`src/rtl/sme_ram.sv`:
```
// Generic single-port-write, single-port-read RAM with registered read.
`timescale 1ns / 1ps
module sme_ram #(
  parameter int unsigned WIDTH = 32,
  parameter int unsigned DEPTH = 64
) (
  input  logic                     clk,
  input  logic                     we,
  input  logic [$clog2(DEPTH)-1:0] waddr,
  input  logic [WIDTH-1:0]         wdata,
  input  logic [$clog2(DEPTH)-1:0] raddr,
  output logic [WIDTH-1:0]         rdata
);
  logic [WIDTH-1:0] mem [DEPTH];

  always_ff @(posedge clk) begin
    if (we) begin
      mem[waddr] <= wdata;
    end
    rdata <= mem[raddr];
  end
endmodule

```
`config.mk`:
```
export PLATFORM = sky130hd
export DESIGN_NAME = sme_ram
export DESIGN_NICKNAME = d
export VERILOG_FILES = /design/src/rtl/sme_ram.sv
export SDC_FILE = /design/constraint.sdc
export NUM_CORES = 2
export LEC_CHECK = 0
export BUFFER_PORTS_ARGS = -buffer_cell sky130_fd_sc_hd__buf_2
export CAP_MARGIN = 25
export CORE_MARGIN = 8
export CORE_UTILIZATION = 39
export DETAILED_ROUTE_END_ITERATION = 10
export GPL_TIMING_DRIVEN = 0
export HOLD_SLACK_MARGIN = 0.1
export PLACE_DENSITY_LB_ADDON = 0.2
export SYNTH_ARGS = -nofsm -noshare
export SYNTH_HDL_FRONTEND = slang
export SYNTH_SLANG_ARGS = --single-unit
```
`constraint.sdc`:
```
create_clock -name clk -period 6.15 [get_ports clk]
set_input_delay 1.845 -clock clk [delete_from_list [all_inputs] [get_ports clk]]
set_output_delay 1.845 -clock clk [all_outputs]
set_load 0.05 [all_outputs]
```
==> load_flow_metrics.sql <==
INSERT INTO impl_metrics (metric_group, metric, value, unit) VALUES
('outcome', 'run_status', 'complete, no violations', ''),
('finish', 'final_cell_mix', '2048 x sky130_fd_sc_hd__edfxtp_1, 544 x sky130_fd_sc_hd__mux4_2, 221 x sky130_fd_sc_hd__clkbuf_16', ''),
('global_routing', 'grt_pass1_vias', '38760', ''),
('finish', 'area_used_by_multi_input_combinational_logic', '15970', 'µm²'),
('routing', 'final_antenna_net_count', '0', ''),
('worst_setup_path', 'crit_type', 'input port to flip-flop', ''),
('logic_synthesis', 'syn-instance-count', '3324', ''),
('flow_run', 'max_cap_viol_count', '0', ''),
('sta', 'rsz0062_at_grt', 'no', ''),
('logic_synthesis', 'synth.mux.area_fraction', '0.1679', ''),
('sta', 'timing.final.crit_share', '0.9173', ''),
('clocking', 'cts_sinks', '2080', ''),
('sta', 'setup_viol', '0', ''),
('sta', 'worst_pin_slew', '1.124', 'ns'),
('logic_synthesis', 'synth-seq-area-share', '0.7914', ''),
('routing', 'drt_iter0_markers', '5986', ''),
('die', 'starting_density_of_the_core', '0.3928', ''),
('finish', 'layout_commonest_cell', 'sky130_fd_sc_hd__edfxtp_1', ''),
('sta', 'relSlewSlack', '0.2508', ''),
('clocking', 'cts_post_setup_buffers_inserted', '0', ''),
('logic_synthesis', 'syn_area_per_cell', '23.62', 'µm²'),
('finish', 'seq_area', '62140', 'µm²'),
('finish', 'drive_above_1_share', '0.3107', ''),
('die', 'floorplan.rows', '164', ''),
('power', 'clock_power_share', '0.421', ''),
('placement', 'finalWeightedCongestion', '0.8442', ''),
('global_routing', 'grt.overflow.total', '0', ''),
('hold_path', 'timing.hold.worst_path_depth', '4', ''),
('clocking', 'cts-resized-gates', '0', ''),
('finish', 'final_design_area_no_fill', '92990', 'µm²'),
('global_routing', 'antenna_found_initial', '33', ''),
('sta', 'hold_slack', '0.8938', 'ns'),
('hold_path', 'hp-class', 'flip-flop to flip-flop', ''),
('clocking', 'cts_inserted_buffers', '213', ''),
('global_routing', 'grt_pass1_wl', '342100', 'µm'),
('logic_synthesis', 'syn-cell-area', '78520', 'µm²'),
('power', 'power_frac_seq', '0.519', ''),
('routing', 'vias_per_cell', '5.967', ''),
('clocking', 'clock_tree_root_driver_cell', 'sky130_fd_sc_hd__clkbuf_16', ''),
('routing', 'dr.pass1.iters', '9', ''),
('die', 'core_region_area', '199900', 'µm²'),
('die', 'die-area', '215900', 'µm²'),
('placement', 'preCtsSetupSlack', '-0.6835', 'ns'),
('logic_synthesis', 'synthAdderAreaFrac', '0', ''),
('finish', 'post_layout_nonfiller_instances', '6625', ''),
('clocking', 'clock_tree_from_tritoncts', 'yes', ''),
('worst_setup_path', 'crit_path_required_time', '6.80', 'ns'),
('global_routing', 'largest_net_degree_at_the_start_of_global_routing', '65', ''),
('placement', 'placedInstanceArea', '85950', 'µm²'),
('logic_synthesis', 'synth_enable_flop_cells', '2048', ''),
('sta', 'finalHoldViolCount', '0', ''),
('sta', 'clock-skew-final', '0.03808', 'ns'),
('logic_synthesis', 'compound_cell_area_share_of_the_yosys_netlist', '0.01673', ''),
('power', 'peakVddDrop', '0.0002382', 'V'),
('logic_synthesis', 'post_synth_num_cell_types', '34', ''),
('worst_setup_path', 'worst_r2r_path_depth', '4', ''),
('clocking', 'cts_max_path_buffers', '3', ''),
('power', 'sw_power', '6.833', 'mW'),
('sta', 'timing.final.crit_period', '5.641', 'ns'),
('sta', 'tns', '0', 'ns'),
('worst_setup_path', 'worstSetupStartpointType', 'input port', ''),
('finish', 'areaGrowthSynthToFinish', '18.43', '%'),
('worst_setup_path', 'kind_of_end_point_of_the_critical_path', 'flip-flop', ''),
('logic_synthesis', 'syn_nets', '3370', ''),
('power', 'cell_internal_pwr', '23.47', 'mW'),
('finish', 'n_fill_cell', '16450', ''),
('clocking', 'worst_skew_pair.late_latency', '0.87', 'ns'),
('die', 'die_width', '464.7', 'µm'),
('worst_setup_path', 'worst-endpoint-arrival', '6.29', 'ns'),
('sta', 'slew_violations', '0', ''),
('placement', 'hpwlAfterDp', '171400', 'µm');
power by group through the flow:
stage	registers [mW]	clock network (mW)	logic (mW)
3_3_place_gp	16.0	0	1.70
2_1_floorplan	16.1	0	0.763
6_report	15.7	12.8	1.83
4_1_cts	15.7	12.9	1.82
3_5_place_dp	16.0	0	1.82
5_1_grt	15.7	13.4	1.89
through the flow:
step	util	total power, mW
after floorplan	-	16.89
after global placement	0.4112	17.73
after detailed placement	0.4301	17.84
after CTS	0.4642	30.46
after global routing	0.4651	31.01
final	0.4652	30.30
sequential cells by signal, indices dropped and copies added, names as in the netlist:
name	cells
mem	2048
rdata	32
worst max-delay path, cell delays in order:
cell and delay (ns):
sky130_fd_sc_hd__buf_2 0.44, sky130_fd_sc_hd__buf_2 0.54, sky130_fd_sc_hd__buf_2 0.72, sky130_fd_sc_hd__buf_2 0.56, sky130_fd_sc_hd__mux2i_1 0.20, sky130_fd_sc_hd__a21oi_1 0.79, sky130_fd_sc_hd__a21oi_1 0.30, sky130_fd_sc_hd__nor2_1 0.79
cell usage after synthesis (7+ instances only):
master	number	area share
sky130_fd_sc_hd__edfxtp_1	2048	0.78
sky130_fd_sc_hd__mux4_2	544	0.16
sky130_fd_sc_hd__nor2_1	137	0.0065
sky130_fd_sc_hd__mux2i_1	93	0.012
sky130_fd_sc_hd__o22ai_1	84	0.0067
sky130_fd_sc_hd__clkbuf_1	74	0.0035
sky130_fd_sc_hd__a21oi_1	62	0.0040
sky130_fd_sc_hd__buf_2	57	0.0036
sky130_fd_sc_hd__dfxtp_1	32	0.0082
sky130_fd_sc_hd__o221ai_1	27	0.0030
sky130_fd_sc_hd__nand2_1	26	0.0012
sky130_fd_sc_hd__buf_4	25	0.0024
sky130_fd_sc_hd__buf_1	21	0.0010
sky130_fd_sc_hd__nor2b_1	15	0.0012
sky130_fd_sc_hd__a22oi_1	12	0.0011
sky130_fd_sc_hd__a311oi_1	8	0.00089
sky130_fd_sc_hd__nand2b_1	8	0.00064
sky130_fd_sc_hd__nor3_1	7	0.00045
cells by family after synthesis:
| family | after synthesis |
|---|---|
| simple gates | 223 |
| compound gates | 202 |
| mux | 637 |
| buf+inv | 182 |
| flops | 2080 |
layout make-up:
type / count / share of cell area
plain buffers: 181 / 0.009527
clock buffers: 266 / 0.06151
clock inverters: 128 / 0.01191
repair buffers: 238 / 0.04097
multi-input cells: 1062 / 0.1717
flip-flops and latches: 2080 / 0.6683
well taps: 2656 / 0.03574
diodes: 14 / 0.0003768
layer usage:
metal / global-route usage / part of all wire
met1: 0.3184 / 0.40
met4: 0.07741 / 0.037
met2: 0.3673 / 0.47
met5: 0 / 0.00029
met3: 0.05589 / 0.097
final timing paths:
check / end / slack, ns / startpoint
setup / recovery: rdata[11] / 0.51 / raddr[1]
hold / removal: rdata[20] / 0.89 / mem[12][20]
setup reg to reg: rdata[18] / 3.33 / mem[31][18]
hold reg to reg: rdata[20] / 0.89 / mem[12][20]
Power figures use the tool's default switching activity.
